**src/rtl/lmte_pkg.sv**
```systemverilog
package lmte_pkg;

   // Register indexes of the configuration port.
   localparam logic [2:0] REG_HEAD_RED       = 3'd0;
   localparam logic [2:0] REG_HEAD_GREEN     = 3'd1;
   localparam logic [2:0] REG_HEAD_BLUE      = 3'd2;
   localparam logic [2:0] REG_METEOR_LENGTH  = 3'd3;
   localparam logic [2:0] REG_TRAIL_DECAY    = 3'd4;
   localparam logic [2:0] REG_RANDOM_DECAY   = 3'd5;

   // Item kinds.
   localparam logic KIND_RESTART = 1'b0;
   localparam logic KIND_FRAME   = 1'b1;

   localparam int CSR_INDEX_W = 3;
   localparam int CSR_DATA_W  = 8;
   localparam int CHAN_W      = 8;
   localparam int COLOR_W     = 3 * CHAN_W;
   localparam int MASK_W      = 10;
   localparam int PIX_INDEX_W = 4;
   localparam int POSITION_W  = 5;

   // Channels at or below this level go straight to black.
   localparam logic [CHAN_W-1:0] FADE_FLOOR = 8'd10;

   localparam logic [CHAN_W-1:0] RESET_HEAD_CHAN = 8'd255;
   localparam logic [CHAN_W-1:0] RESET_LENGTH    = 8'd10;
   localparam logic [CHAN_W-1:0] RESET_DECAY     = 8'd64;

   typedef struct packed {
      logic start;   // item accepted this cycle
      logic step;    // current pixel is processed and emitted this cycle
   } cmd_type;

   typedef struct packed {
      logic out_stall;   // result register full and not being taken
   } status_type;

endpackage

```
**src/rtl/led_meteor_trail_engine_core.sv**
```systemverilog
// Meteor-rain effect engine for a short RGB strip. Each accepted item is either a restart,
// which blacks out the strip and returns the head to position 0, or a frame, which fades
// each pixel whose mask bit is set (every pixel while random decay is off), paints the
// head colour over the meteor_length pixels ending at the head and moves the head on,
// wrapping after twice the pixel count. Either way the whole strip is returned as
// PIXEL_COUNT results, pixel 0 first, with last_pixel set on the final one. Pixel colours
// live in a single-port-write RAM that is walked one pixel per cycle unless back-pressure
// on the result side stalls it. The next item is taken once the last is fully walked.
// The strip reads as black after reset without any clearing pass. Configuration registers
// are always ready and should only be written while no item is in progress.
module led_meteor_trail_engine_core #(
   parameter int PIXEL_COUNT = 10
) (
   input  logic                                  clock,
   input  logic                                  reset,
   input  logic                                  req_valid,
   output logic                                  req_ready,
   input  logic                                  req_kind,
   input  logic [lmte_pkg::MASK_W-1:0]           req_fade_mask,
   output logic                                  rsp_valid,
   input  logic                                  rsp_ready,
   output logic [lmte_pkg::PIX_INDEX_W-1:0]      rsp_pixel_index,
   output logic [lmte_pkg::CHAN_W-1:0]           rsp_out_red,
   output logic [lmte_pkg::CHAN_W-1:0]           rsp_out_green,
   output logic [lmte_pkg::CHAN_W-1:0]           rsp_out_blue,
   output logic [lmte_pkg::POSITION_W-1:0]       rsp_frame_position,
   output logic                                  rsp_last_pixel,
   input  logic                                  csr_valid,
   output logic                                  csr_ready,
   input  logic [lmte_pkg::CSR_INDEX_W-1:0]      csr_index,
   input  logic [lmte_pkg::CSR_DATA_W-1:0]       csr_wdata
);
   import lmte_pkg::*;

   localparam int IW = (PIXEL_COUNT > 1) ? $clog2(PIXEL_COUNT) : 1;

   cmd_type            cmd;
   status_type         status;
   logic [IW-1:0]      pix_idx, rd_addr;
   logic               wr_en;
   logic [COLOR_W-1:0] wr_data, rd_data;

   lmte_ctrl #(.PIXEL_COUNT(PIXEL_COUNT)) u_ctrl (
      .clock     (clock),
      .reset     (reset),
      .req_valid (req_valid),
      .req_ready (req_ready),
      .status    (status),
      .cmd       (cmd),
      .pix_idx   (pix_idx),
      .rd_addr   (rd_addr)
   );

   lmte_ram #(.WIDTH(COLOR_W), .DEPTH(PIXEL_COUNT)) u_ram (
      .clock   (clock),
      .wr_en   (wr_en),
      .wr_addr (pix_idx),
      .wr_data (wr_data),
      .rd_addr (rd_addr),
      .rd_data (rd_data)
   );

   lmte_dp #(.PIXEL_COUNT(PIXEL_COUNT)) u_dp (
      .clock              (clock),
      .reset              (reset),
      .cmd                (cmd),
      .status             (status),
      .pix_idx            (pix_idx),
      .rd_data            (rd_data),
      .wr_en              (wr_en),
      .wr_data            (wr_data),
      .req_kind           (req_kind),
      .req_fade_mask      (req_fade_mask),
      .csr_valid          (csr_valid),
      .csr_ready          (csr_ready),
      .csr_index          (csr_index),
      .csr_wdata          (csr_wdata),
      .rsp_valid          (rsp_valid),
      .rsp_ready          (rsp_ready),
      .rsp_pixel_index    (rsp_pixel_index),
      .rsp_out_red        (rsp_out_red),
      .rsp_out_green      (rsp_out_green),
      .rsp_out_blue       (rsp_out_blue),
      .rsp_frame_position (rsp_frame_position),
      .rsp_last_pixel     (rsp_last_pixel)
   );

endmodule

```
**src/rtl/lmte_ram.sv**
```systemverilog
module lmte_ram #(
   parameter int WIDTH = 24,
   parameter int DEPTH = 10
) (
   input  logic                                  clock,
   input  logic                                  wr_en,
   input  logic [(DEPTH > 1 ? $clog2(DEPTH) : 1)-1:0] wr_addr,
   input  logic [WIDTH-1:0]                      wr_data,
   input  logic [(DEPTH > 1 ? $clog2(DEPTH) : 1)-1:0] rd_addr,
   output logic [WIDTH-1:0]                      rd_data
);

   logic [WIDTH-1:0] mem_ff [DEPTH];
   logic [WIDTH-1:0] rd_data_ff;

   always_ff @(posedge clock) begin
      if (wr_en) begin
         mem_ff[wr_addr] <= wr_data;
      end
      rd_data_ff <= mem_ff[rd_addr];
   end

   assign rd_data = rd_data_ff;

endmodule

```
**src/rtl/lmte_ctrl.sv**
```systemverilog
module lmte_ctrl #(
   parameter int PIXEL_COUNT = 10
) (
   input  logic                                              clock,
   input  logic                                              reset,
   input  logic                                              req_valid,
   output logic                                              req_ready,
   input  lmte_pkg::status_type                              status,
   output lmte_pkg::cmd_type                                 cmd,
   output logic [(PIXEL_COUNT > 1 ? $clog2(PIXEL_COUNT) : 1)-1:0] pix_idx,
   output logic [(PIXEL_COUNT > 1 ? $clog2(PIXEL_COUNT) : 1)-1:0] rd_addr
);
   import lmte_pkg::*;

   localparam int IW = (PIXEL_COUNT > 1) ? $clog2(PIXEL_COUNT) : 1;
   localparam logic [IW-1:0] LAST_IDX = IW'(PIXEL_COUNT - 1);

   localparam logic ST_IDLE = 1'b0;
   localparam logic ST_RUN  = 1'b1;

   logic          state_ff, state_in;
   logic [IW-1:0] idx_ff, idx_in;
   logic          start, step, last;

   assign req_ready = (state_ff == ST_IDLE);
   assign start     = req_valid && req_ready;
   assign step      = (state_ff == ST_RUN) && !status.out_stall;
   assign last      = (idx_ff == LAST_IDX);

   always_comb begin
      state_in = state_ff;
      idx_in   = idx_ff;
      case (state_ff)
         ST_IDLE: begin
            if (start) begin
               state_in = ST_RUN;
               idx_in   = '0;
            end
         end
         ST_RUN: begin
            if (step) begin
               if (last) begin
                  state_in = ST_IDLE;
                  idx_in   = '0;
               end else begin
                  idx_in = idx_ff + 1'b1;
               end
            end
         end
         default: begin
            state_in = ST_IDLE;
            idx_in   = '0;
         end
      endcase
   end

   always_ff @(posedge clock) begin
      if (reset) begin
         state_ff <= ST_IDLE;
         idx_ff   <= '0;
      end else begin
         state_ff <= state_in;
         idx_ff   <= idx_in;
      end
   end

   // The read runs one pixel ahead, so the stored colour is ready when the pixel is due.
   assign rd_addr = idx_in;
   assign pix_idx = idx_ff;

   always_comb begin
      cmd       = '0;
      cmd.start = start;
      cmd.step  = step;
   end

endmodule

```
**src/rtl/lmte_dp.sv**
```systemverilog
module lmte_dp #(
   parameter int PIXEL_COUNT = 10
) (
   input  logic                                              clock,
   input  logic                                              reset,
   input  lmte_pkg::cmd_type                                 cmd,
   output lmte_pkg::status_type                              status,
   input  logic [(PIXEL_COUNT > 1 ? $clog2(PIXEL_COUNT) : 1)-1:0] pix_idx,
   input  logic [lmte_pkg::COLOR_W-1:0]                      rd_data,
   output logic                                              wr_en,
   output logic [lmte_pkg::COLOR_W-1:0]                      wr_data,
   input  logic                                              req_kind,
   input  logic [lmte_pkg::MASK_W-1:0]                       req_fade_mask,
   input  logic                                              csr_valid,
   output logic                                              csr_ready,
   input  logic [lmte_pkg::CSR_INDEX_W-1:0]                  csr_index,
   input  logic [lmte_pkg::CSR_DATA_W-1:0]                   csr_wdata,
   output logic                                              rsp_valid,
   input  logic                                              rsp_ready,
   output logic [lmte_pkg::PIX_INDEX_W-1:0]                  rsp_pixel_index,
   output logic [lmte_pkg::CHAN_W-1:0]                       rsp_out_red,
   output logic [lmte_pkg::CHAN_W-1:0]                       rsp_out_green,
   output logic [lmte_pkg::CHAN_W-1:0]                       rsp_out_blue,
   output logic [lmte_pkg::POSITION_W-1:0]                   rsp_frame_position,
   output logic                                              rsp_last_pixel
);
   import lmte_pkg::*;

   localparam int IW = (PIXEL_COUNT > 1) ? $clog2(PIXEL_COUNT) : 1;
   localparam int HW = $clog2(2 * PIXEL_COUNT);
   localparam logic [IW-1:0] LAST_IDX = IW'(PIXEL_COUNT - 1);
   localparam logic [HW-1:0] WRAP_POS = HW'(2 * PIXEL_COUNT - 1);
   localparam int DW = 9;

   function automatic logic [CHAN_W-1:0] fade_chan(input logic [CHAN_W-1:0] v,
                                                   input logic [CHAN_W-1:0] decay);
      logic [2*CHAN_W-1:0] prod;
      prod = v * decay;
      if (v <= FADE_FLOOR) begin
         return '0;
      end
      return v - prod[2*CHAN_W-1:CHAN_W];
   endfunction

   // Configuration registers.
   logic [CHAN_W-1:0] head_red_ff, head_green_ff, head_blue_ff;
   logic [CHAN_W-1:0] length_ff, decay_ff;
   logic              random_on_ff;

   // Per-item state.
   logic [HW-1:0]     head_ff, head_in;
   logic [HW-1:0]     pos_ff;
   logic              kind_ff;
   logic [MASK_W-1:0] mask_ff;
   logic [PIXEL_COUNT-1:0] valid_ff;

   // Result register.
   logic                   rsp_valid_ff;
   logic [PIX_INDEX_W-1:0] rsp_index_ff;
   logic [COLOR_W-1:0]     rsp_color_ff;
   logic [POSITION_W-1:0]  rsp_pos_ff;
   logic                   rsp_last_ff;

   logic [COLOR_W-1:0] cur_color, faded, new_color;
   logic               keep, fade_on, paint;
   logic [DW-1:0]      head_gap;

   assign csr_ready = 1'b1;

   always_ff @(posedge clock) begin
      if (reset) begin
         head_red_ff   <= RESET_HEAD_CHAN;
         head_green_ff <= RESET_HEAD_CHAN;
         head_blue_ff  <= RESET_HEAD_CHAN;
         length_ff     <= RESET_LENGTH;
         decay_ff      <= RESET_DECAY;
         random_on_ff  <= 1'b1;
      end else if (csr_valid) begin
         case (csr_index)
            REG_HEAD_RED:      head_red_ff   <= csr_wdata;
            REG_HEAD_GREEN:    head_green_ff <= csr_wdata;
            REG_HEAD_BLUE:     head_blue_ff  <= csr_wdata;
            REG_METEOR_LENGTH: length_ff     <= csr_wdata;
            REG_TRAIL_DECAY:   decay_ff      <= csr_wdata;
            REG_RANDOM_DECAY:  random_on_ff  <= csr_wdata[0];
            default: ;
         endcase
      end
   end

   always_comb begin
      head_in = head_ff;
      if (cmd.start) begin
         if (req_kind == KIND_RESTART || head_ff == WRAP_POS) begin
            head_in = '0;
         end else begin
            head_in = head_ff + 1'b1;
         end
      end
   end

   always_ff @(posedge clock) begin
      if (reset) begin
         head_ff <= '0;
      end else begin
         head_ff <= head_in;
      end
   end

   always_ff @(posedge clock) begin
      if (cmd.start) begin
         kind_ff <= req_kind;
         mask_ff <= req_fade_mask;
         pos_ff  <= (req_kind == KIND_RESTART) ? '0 : head_ff;
      end
   end

   // A pixel never written since reset reads as black.
   always_ff @(posedge clock) begin
      if (reset) begin
         valid_ff <= '0;
      end else if (cmd.step) begin
         valid_ff[pix_idx] <= 1'b1;
      end
   end

   always_comb begin
      cur_color = valid_ff[pix_idx] ? rd_data : '0;
      keep      = (32'(pix_idx) < MASK_W) && mask_ff[PIX_INDEX_W'(pix_idx)];
      fade_on   = !random_on_ff || keep;
      faded     = {fade_chan(cur_color[3*CHAN_W-1:2*CHAN_W], decay_ff),
                   fade_chan(cur_color[2*CHAN_W-1:CHAN_W], decay_ff),
                   fade_chan(cur_color[CHAN_W-1:0], decay_ff)};
      head_gap  = DW'(pos_ff) - DW'(pix_idx);
      paint     = (DW'(pix_idx) <= DW'(pos_ff)) && (head_gap < DW'(length_ff));
      if (kind_ff == KIND_RESTART) begin
         new_color = '0;
      end else if (paint) begin
         new_color = {head_red_ff, head_green_ff, head_blue_ff};
      end else if (fade_on) begin
         new_color = faded;
      end else begin
         new_color = cur_color;
      end
   end

   assign wr_en   = cmd.step;
   assign wr_data = new_color;

   assign status.out_stall = rsp_valid_ff && !rsp_ready;

   always_ff @(posedge clock) begin
      if (reset) begin
         rsp_valid_ff <= 1'b0;
      end else if (cmd.step) begin
         rsp_valid_ff <= 1'b1;
      end else if (rsp_ready) begin
         rsp_valid_ff <= 1'b0;
      end
   end

   always_ff @(posedge clock) begin
      if (cmd.step) begin
         rsp_index_ff <= PIX_INDEX_W'(pix_idx);
         rsp_color_ff <= new_color;
         rsp_pos_ff   <= POSITION_W'(pos_ff);
         rsp_last_ff  <= (pix_idx == LAST_IDX);
      end
   end

   assign rsp_valid          = rsp_valid_ff;
   assign rsp_pixel_index    = rsp_index_ff;
   assign rsp_out_red        = rsp_color_ff[3*CHAN_W-1:2*CHAN_W];
   assign rsp_out_green      = rsp_color_ff[2*CHAN_W-1:CHAN_W];
   assign rsp_out_blue       = rsp_color_ff[CHAN_W-1:0];
   assign rsp_frame_position = rsp_pos_ff;
   assign rsp_last_pixel     = rsp_last_ff;

endmodule

```
**config.mk**
```make
export PLATFORM = sky130hd
export DESIGN_NAME = led_meteor_trail_engine_core
export DESIGN_NICKNAME = d
export VERILOG_FILES = /design/src/rtl/lmte_pkg.sv /design/src/rtl/led_meteor_trail_engine_core.sv /design/src/rtl/lmte_ram.sv /design/src/rtl/lmte_ctrl.sv /design/src/rtl/lmte_dp.sv
export SDC_FILE = /design/constraint.sdc
export NUM_CORES = 1
export LEC_CHECK = 0
export BUFFER_PORTS_ARGS = -buffer_cell sky130_fd_sc_hd__clkbuf_2
export CAP_MARGIN = 20
export CORE_ASPECT_RATIO = 1.1
export CORE_MARGIN = 2
export CORE_UTILIZATION = 44
export CTS_BUF_LIST = sky130_fd_sc_hd__clkbuf_4
export DETAILED_ROUTE_END_ITERATION = 8
export SLEW_MARGIN = 5
export SYNTH_ARGS = -nofsm -noshare
export SYNTH_HDL_FRONTEND = slang
export SYNTH_HIERARCHICAL = 1
export SYNTH_SLANG_ARGS = --single-unit
```
**constraint.sdc**
```tcl
create_clock -name clock -period 9.39 [get_ports clock]
set_input_delay 0.939 -clock clock [delete_from_list [all_inputs] [get_ports clock]]
set_output_delay 0.939 -clock clock [all_outputs]
set_load 0.03 [all_outputs]
```
==> results of run 1 <==
metrics by stage:
step / total power [mW] / instances / util, % / setup WS [ns] / instance area [sq um]
finish: 4.22 / 2643 / 49.1 / 0.717 / 24000
floorplan: 2.60 / 1812 / - / 1.92 / 21700
detailed placement: 2.87 / 2472 / 46.6 / 0.838 / 22700
CTS: 4.27 / 2639 / 49.1 / 0.733 / 24000
global placement: 2.86 / 2472 / 46.6 / 1.06 / 22700
global route: 4.45 / 2642 / 49.1 / 0.263 / 24000
worst max-delay path: cells and delay by family (launching register included):
kind / cells / cell delay [ns]
compound gates: 10 / 3.20
xor+xnor: 1 / 0.16
fa+ha+maj: 6 / 2.73
buf+inv: 3 / 0.55
flops: 1 / 0.64
mux: 1 / 0.15
simple gates: 3 / 0.85
worst max path at each step:
stage                                       from                         endpoint  slack, ns  depth (start not counted)
floorplan           u_ctrl/pix_idx[1]$_SDFF_PP0_  u_dp/rsp_color_ff[23]$_DFFE_PP_       1.92                         27
CTS                 u_ctrl/pix_idx[1]$_SDFF_PP0_    u_ram/mem_ff[2][23]$_DFFE_PP_       0.73                         24
finish              u_ctrl/pix_idx[1]$_SDFF_PP0_    u_ram/mem_ff[9][23]$_DFFE_PP_       0.72                         24
global route        u_ctrl/pix_idx[1]$_SDFF_PP0_    u_ram/mem_ff[5][14]$_DFFE_PP_       0.26                         28
global placement    u_ctrl/pix_idx[1]$_SDFF_PP0_    u_ram/mem_ff[5][23]$_DFFE_PP_       1.06                         24
detailed placement  u_ctrl/pix_idx[1]$_SDFF_PP0_    u_ram/mem_ff[3][23]$_DFFE_PP_       0.84                         24
kinds of logic (layout without fill, tap and decap cells):
family	count (synthesis)	count (layout)	share of synthesized area (%)
multiplexers	131	131	6.63
adder cells (fa/ha/maj)	240	240	17.6
AND/OR/NAND/NOR	488	488	11.9
AO/OA/AOI/OAI	277	277	9.02
other	1	4	0.0173
XOR/XNOR	50	50	2.02
flip-flops	376	376	48.1
buffers and inverters	249	425	4.65
cells in the mapped netlist (25+ instances only):
| cell type | instances | share of area [%] |
|---|---|---|
| sky130_fd_sc_hd__a211o_1 | 26 | 1.1 |
| sky130_fd_sc_hd__a21oi_1 | 52 | 1.2 |
| sky130_fd_sc_hd__a22o_1 | 25 | 1.0 |
| sky130_fd_sc_hd__and2_1 | 30 | 0.87 |
| sky130_fd_sc_hd__and3_1 | 156 | 4.5 |
| sky130_fd_sc_hd__clkbuf_1 | 69 | 1.2 |
| sky130_fd_sc_hd__dfxtp_1 | 86 | 7.9 |
| sky130_fd_sc_hd__edfxtp_1 | 290 | 40 |
| sky130_fd_sc_hd__fa_1 | 109 | 10 |
| sky130_fd_sc_hd__ha_1 | 131 | 7.6 |
| sky130_fd_sc_hd__inv_1 | 158 | 2.7 |
| sky130_fd_sc_hd__mux2_2 | 76 | 3.9 |
| sky130_fd_sc_hd__mux2i_1 | 52 | 2.4 |
| sky130_fd_sc_hd__nand2_1 | 117 | 2.0 |
| sky130_fd_sc_hd__nor2_1 | 72 | 1.2 |
| sky130_fd_sc_hd__nor2b_1 | 35 | 1.0 |
| sky130_fd_sc_hd__o21ai_0 | 25 | 0.58 |
| sky130_fd_sc_hd__o22ai_1 | 28 | 0.81 |
| sky130_fd_sc_hd__o31ai_1 | 29 | 1.0 |
| sky130_fd_sc_hd__xnor2_1 | 26 | 1.1 |
state kept, by name (all words and copies together) (netlist names), 8 cells and up:
register / cells
u_dp/decay_ff: 8
u_dp/head_blue_ff: 8
u_dp/head_green_ff: 8
u_dp/head_red_ff: 8
u_dp/length_ff: 8
u_dp/mask_ff: 10
u_dp/rsp_color_ff: 24
u_dp/valid_ff: 10
u_ram/mem_ff: 240
u_ram/rd_data: 24
final cells by class:
class | instances | area, sq um | area share [%]
Antenna cell | 3 | 7.51 | 0.0313
Tap cell | 652 | 816 | 3.40
Sequential cell | 376 | 10400 | 43.5
Clock buffer | 139 | 1040 | 4.35
Inverter | 158 | 593 | 2.47
Clock inverter | 28 | 183 | 0.762
Multi-Input combinational cell | 1187 | 10300 | 43.0
Timing Repair Buffer | 100 | 596 | 2.48
routing by layer:
layer	vias to the layer above	track usage, %	wire, um
li1	6767	-	-
met1	7186	26.8	22700
met2	349	36.2	26400
met3	104	3.42	2250
met4	2	9.01	1780
met5	-	0	11
power by group:
group | internal, mW | switching (mW) | total, mW
Combinational | 0.317 | 0.528 | 0.844
Sequential | 1.91 | 0.0889 | 2.00
Clock | 0.736 | 0.642 | 1.38
==> results.md, run 1 <==
- The number of buffers inserted during clock tree synthesis is slightly above 90.
- The count of warnings emitted by yosys is 6.
- The clock drives 376 sinks.
- The startpoint identified for the worst register-to-register timing path is u_ctrl/pix_idx[1]$_SDFF_PP0_.
- The top cell types in the final layout, fill and taps aside, are sky130_fd_sc_hd__edfxtp_1 (290), sky130_fd_sc_hd__inv_1 (158), sky130_fd_sc_hd__and3_1 (156), sky130_fd_sc_hd__clkbuf_4 (139), sky130_fd_sc_hd__ha_1 (131).
- The die height is 237 um.
- The number of instances in the synthesized netlist is around 1800.
- The class of the tightest hold or removal check is primary input to flip-flop.
- After routing, the total negative slack on setup checks comes to 0 ns.
- Setup violations remaining at the end of the flow were counted as 0.
- Buffers added to address setup during post-CTS repair amount to 0.
- The root buffer cell is sky130_fd_sc_hd__clkbuf_4.
- The largest incremental delay on the critical path is 0.74 ns.
- After clock tree synthesis, the clock-pin slew on the worst setup and hold paths is 0.07 ns.
- Based on the critical path, the design can be clocked at up to 0.115 GHz.
- The signal on the critical path passes through mux2i_1, a22o_1, o21ai_4, buf_4, and3_1, fa_1, fa_1, fa_1, inv_1, fa_1, inv_1, ha_1, a21o_1, a21o_1, a21o_1, o21a_1, or2_2, ha_1, o21ai_0, a21oi_1, o41ai_1, xnor2_1, or3_1, a31oi_1.
- Pin placement for this block handled 64 I/O pins.
- The count of cell types in the netlist is 62.
- The total routing resource utilization after global routing is 21.2%.
- For this run, the register share of the synthesized area comes to 48.1%.
- The number of buffer cells added on primary ports is slightly above 60.
- After synthesis, the share of flip-flops with an asynchronous set or reset is 0%.
- The remaining antenna violation count after routing is 0.
- The placer's final routability congestion estimate is 0.834.
- The logic depth of the worst register-to-register path is 24.
- The library cell used most frequently in the layout, excluding fill and tap cells, is sky130_fd_sc_hd__edfxtp_1.
- Data arrives at the worst endpoint at about 9.1 ns.
- By startpoint and endpoint, the worst setup path is classified as flip-flop to flip-flop.
- The worst register-to-register path ends at u_ram/mem_ff[9][23]$_DFFE_PP_.
- The initial antenna violation count came to 3.
- The site row count is 85.
- The most prevalent standard cell on the critical path is sky130_fd_sc_hd__fa_1.
- The count of fill cells added during filler insertion is about 4400.
- For the worst-skew pair, the clock arrives at the later sink with an insertion delay of 0.83 ns.
- The number of design rule violations left after detail routing is 0.
- Power spread over the standard cell area amounts to 176 nW/um^2.
- The TritonCTS clock tree is done.
- After global routing the overflow that remains totals 0.
- The number of max-slew violations in the final report came to 0.
- The final critical delay including setup and external delays is 8.67 ns.
- The total via count in the routed design is 14408.
- The number of H-tree levels is 3.
- The post-synth design cell area is 21700 sq um.
- When the netlist entered floorplanning its net count stood at approximately 2100.
- The detailed-placement wirelength estimate is approximately 35 mm.
- The total area inside the core boundary comes to 48800 sq um.
- The required time of the worst setup path is 9.83 ns.
- The flow ran to the end, and the final reports show no timing, DRC or antenna violations.
- The number of cells traversed by the worst hold path is 1.
- The minimum hold slack is between 0.2 and 0.3 ns.
- Across the VDD grid, the largest voltage drop is ~0.00015 V.
- For this run, the post-layout net count is 2183.
- The first-pass GRT wire length is about 84 mm.
- After layout, the worst path uses around 92% of the clock period.
- The type of element launching the critical path is a flip-flop.
- The violation count after the first detailed-route iteration is roughly 840.
- The floorplan step set the die width to 216 um.
- The average instance in the mapped netlist occupies 12.0 sq um.
- The post-route clock skew is approximately 0.089 ns.
- Cells with a size suffix above 1 make up approximately 18% of the layout.
- The startpoint of the lowest-slack hold path is req_fade_mask[7].
- In the synthesized netlist the dominant register cell turns out to be sky130_fd_sc_hd__edfxtp_1.
- The count of endpoints failing hold in the final timing report is 0.
- Setup repair after global routing left no endpoint under its margin.
- The number of global-route vias before repair is 15041.
- The count of flip-flops with a built-in enable after synthesis is 290.
- The worst slew margin relative to its limit is a little over a quarter.
- For this design the static power due to leakage is 10.3 nW.
- The number of detailed-routing iterations run before antenna repair is 7.
- The starting utilization of the core area is 44.4%.
- The largest net degree at the start of global routing is 65.
- The number of maximum-capacitance constraint violations is 0.
- After clock tree synthesis, the repair step resized 0 gates.
- The worst-case clock buffer depth is 3.
- The largest driver fanout on the critical path is 43.
- The die covers about 51000 sq um.
- Buffers inserted to repair hold after CTS numbered 0.
- The critical-path cell with the highest stage delay is sky130_fd_sc_hd__a31oi_1.
- The routed via count divided by cell count is 5.45.
- The worst setup path is captured at a flip-flop.
- After synthesis the netlist holds a flip-flop and latch count of between 300 and 400.
- At the pin with the least slew margin, the transition time is 1.11 ns.
- The final layout contains routed wiring with a total length of 53.2 mm.
- Compared with the post-synthesis result, the final layout area differs by 10.7%.
- For flop-to-flop paths, the worst setup slack is slightly above 0.7 ns.
- In the final routed layout, each cell accounts on average for 20.1 um.
- The end of the worst hold path is u_dp/mask_ff[7]$_DFFE_PP_.
Note: power is estimated with default switching activity, not from simulation.
==> inputs of run 2 (changes only) <==
- PLACE_DENSITY: default -> 0.65
==> results.md, run 2 (synthesis gave the netlist of run 1 again) <==
- The run finished with clean final reports.
- The core box area is 48800 sq um.
- The site row count is 85.
- The min-delay analysis places its worst path in the category primary input to flip-flop.
- The total via count in the routed design is 14486.
- The critical path is of the flip-flop to flip-flop type.
- Global routing finished with a remaining overflow of 0.
- Data on the critical path is required at its endpoint by 9.86 ns.
- The die height is 237 um.
- The register with the most flip-flops in the layout has 240 of them.
- The H-tree was split into 3 levels.
- Summing all flip-flop and latch instances after layout gives between 10000 and 15000 sq um.
- Leaving out filler cells and counting taps, the final layout contains 2631.
- In this run the deepest clock path goes through 3 buffers.
- The number of buffer cells added on primary ports is 62.
- TritonCTS built the clock tree.
- The internal portion of the total power is 2.91 mW.
- The sequential share of power is 48.3%.
- The final-layout setup total negative slack is 0 ns.
- After clock tree synthesis, the clock-pin slew on the worst setup and hold paths is 0.07 ns.
- The root buffer cell is sky130_fd_sc_hd__clkbuf_4.
- The initial antenna violation count was 2.
- In the global route stage, overall resource usage came out at 20.7%.
- The data arrival time of the worst path is 8.74 ns.
- The number of global-route vias before repair is 14887.
- In this run the power density over the cells is about 170 nW/um^2.
- Gates resized during post-CTS repair numbered 0.
- Clock skew on the completed layout was measured at 0.0560 ns.
- The post-route netlist has 17.2% of its cells at a drive strength greater than 1.
- The number of max-slew violations in the final report is 0.
- The largest driver fanout on the critical path is 69.
- The cell area after placement is 22700 sq um.
- The peak ir drop on the vdd network is 0.000155 V.
- After detailed routing, the number of remaining DRC violations is 0.
- Counting stages on the worst path, the most repeated cell is sky130_fd_sc_hd__fa_1.
- In the finished design, the share of the clock period the worst path needs comes to 88.1%.
- The post-cts hold buffer count is 0.
- The type of element launching the critical path is a flip-flop.
- For this design the static power due to leakage is 10.2 nW.
- In the post-route analysis, the smallest setup slack over all paths is 1.12 ns.
- Setup repair after global routing left no endpoint under its margin.
- The worst pin sits at a relative slew slack of 27.4%.
- The signed area change from the synthesized netlist to the final layout is 10.2%.
- The total design power is 4.15 mW.
- The routed design has approximately 52 mm of wire.
- Once detail routing completed, the nets flagged for antenna violations numbered 0.
- For this run, the detailed router's first-pass iteration total came to 8.
- The final-report setup violation count is 0.
- At the pin with the least slew margin, the transition time is 1.09 ns.
- The total number of nets in the final design is 2175.
- The switching power as a share of total power is 30.0%.
- Fill cells in the final layout number 4339.
- After detailed routing, the average wire length per cell comes to just under 20 um.
- Of the total power, combinational logic draws 20.1%.
- The count of endpoints failing hold in the final timing report is 0.
- Ranked by flip-flop count, first place goes to u_ram/mem_ff.
- The first-pass GRT wire length is 81.9 mm.
- Once detailed placement completed, the half-perimeter wirelength came to between 30 and 40 mm.
- For this design the total switching power over the nets is around 1.2 mW.
- The final cell area excluding filler cells is 23900 sq um.
- The number of maximum-capacitance constraint violations is 0.
- The die covers 51100 sq um.
- Counting the buffers created by CTS gives 90.
- The element type at the critical path end is a flip-flop.
- Timing would allow up to roughly 0.12 GHz.
- The violation count after the first detailed-route iteration is 860.
- The total number of clock tree sinks is around 380.
- The utilization after layout is approximately 49%.
- Leaving out fill and tap cells, the most frequent cells in the layout are sky130_fd_sc_hd__edfxtp_1 (290), sky130_fd_sc_hd__inv_1 (158), sky130_fd_sc_hd__and3_1 (156), sky130_fd_sc_hd__clkbuf_4 (134), sky130_fd_sc_hd__ha_1 (131).
- The critical-path cell with the highest stage delay is sky130_fd_sc_hd__dfxtp_1.
- Once the floorplan was initialized, standard cells occupied 44.4% of the core.
- The latest clock arrival within the worst-skew pair is 0.80 ns.
- Final hold analysis gives a worst-case slack of 0.332 ns.
- The pre-CTS setup slack is 1.21 ns.
- The die is ~220 um wide.
- The largest single stage delay on the critical path is 0.59 ns.
- Counting tap cells, the placed design contains a total of between 2000 and 2500 instances.
- The clock network accounts for a little under a third of the total power.
- Entering global routing, the biggest net connects 75 pins.
- The final critical delay including setup and external delays is 8.27 ns.
- Pin placement for this block handled 64 I/O pins.
- In this run the post-CTS setup repair buffer count came out at 0.
- The placer's final routability congestion estimate is roughly 0.86.
- Leaving out fill and tap cells, the most frequent cell in the layout is sky130_fd_sc_hd__edfxtp_1.
- The total area of multi-input combinational cells is 10300 sq um.
- The routed via count divided by cell count is about 5.5.
-- run 2: final cells by class --
class / count / area share (%)
flip-flops and latches: 376 / 43.7
multi-input cells: 1187 / 43.2
clock buffers: 134 / 4.21
well taps: 652 / 3.42
inverters: 158 / 2.48
repair buffers: 95 / 2.34
clock inverters: 27 / 0.597
diodes: 2 / 0.0210
-- run 2: power groups by stage --
stage	Clock (mW)	Sequential (mW)	Combinational (mW)
3_5_place_dp	0	2.04	0.829
2_1_floorplan	0	2.01	0.594
6_report	1.31	2.00	0.836
3_3_place_gp	0	2.04	0.812
4_1_cts	1.36	2.00	0.835
5_1_grt	1.43	2.01	0.926
-- run 2: final timing paths --
check                           slack (ns)  depth (start not counted)                              to                            from
worst max register to register        1.12                         28   u_ram/mem_ff[7][14]$_DFFE_PP_    u_ctrl/pix_idx[1]$_SDFF_PP0_
worst min register to register        0.45                          2  u_dp/length_ff[7]$_SDFFE_PP0P_  u_dp/length_ff[7]$_SDFFE_PP0P_
worst max-delay path                  1.12                         28   u_ram/mem_ff[7][14]$_DFFE_PP_    u_ctrl/pix_idx[1]$_SDFF_PP0_
worst min-delay path                  0.33                          1       u_dp/mask_ff[8]$_DFFE_PP_                req_fade_mask[8]
-- run 2: metal layers --
layer | wire length [um] | global-route usage (%) | share of wire [%] | vias up
li1 | - | - | - | 6760
met1 | 22500 | 26.5 | 43 | 7185
met2 | 25200 | 34.6 | 48 | 419
met3 | 2540 | 2.89 | 4.8 | 122
met4 | 2060 | 10.4 | 3.9 | 0
met5 | 0 | 0 | 0 | -
-- run 2: worst max-delay path: cells and delay by family, from the launching register on --
kind / cells / cell delay [ns]
adder cells (fa/ha/maj): 7 / 2.81
flip-flops: 1 / 0.59
XOR/XNOR: 2 / 0.25
buffers and inverters: 4 / 0.45
multiplexers: 1 / 0.40
AO/OA/AOI/OAI: 10 / 1.86
AND/OR/NAND/NOR: 4 / 1.58
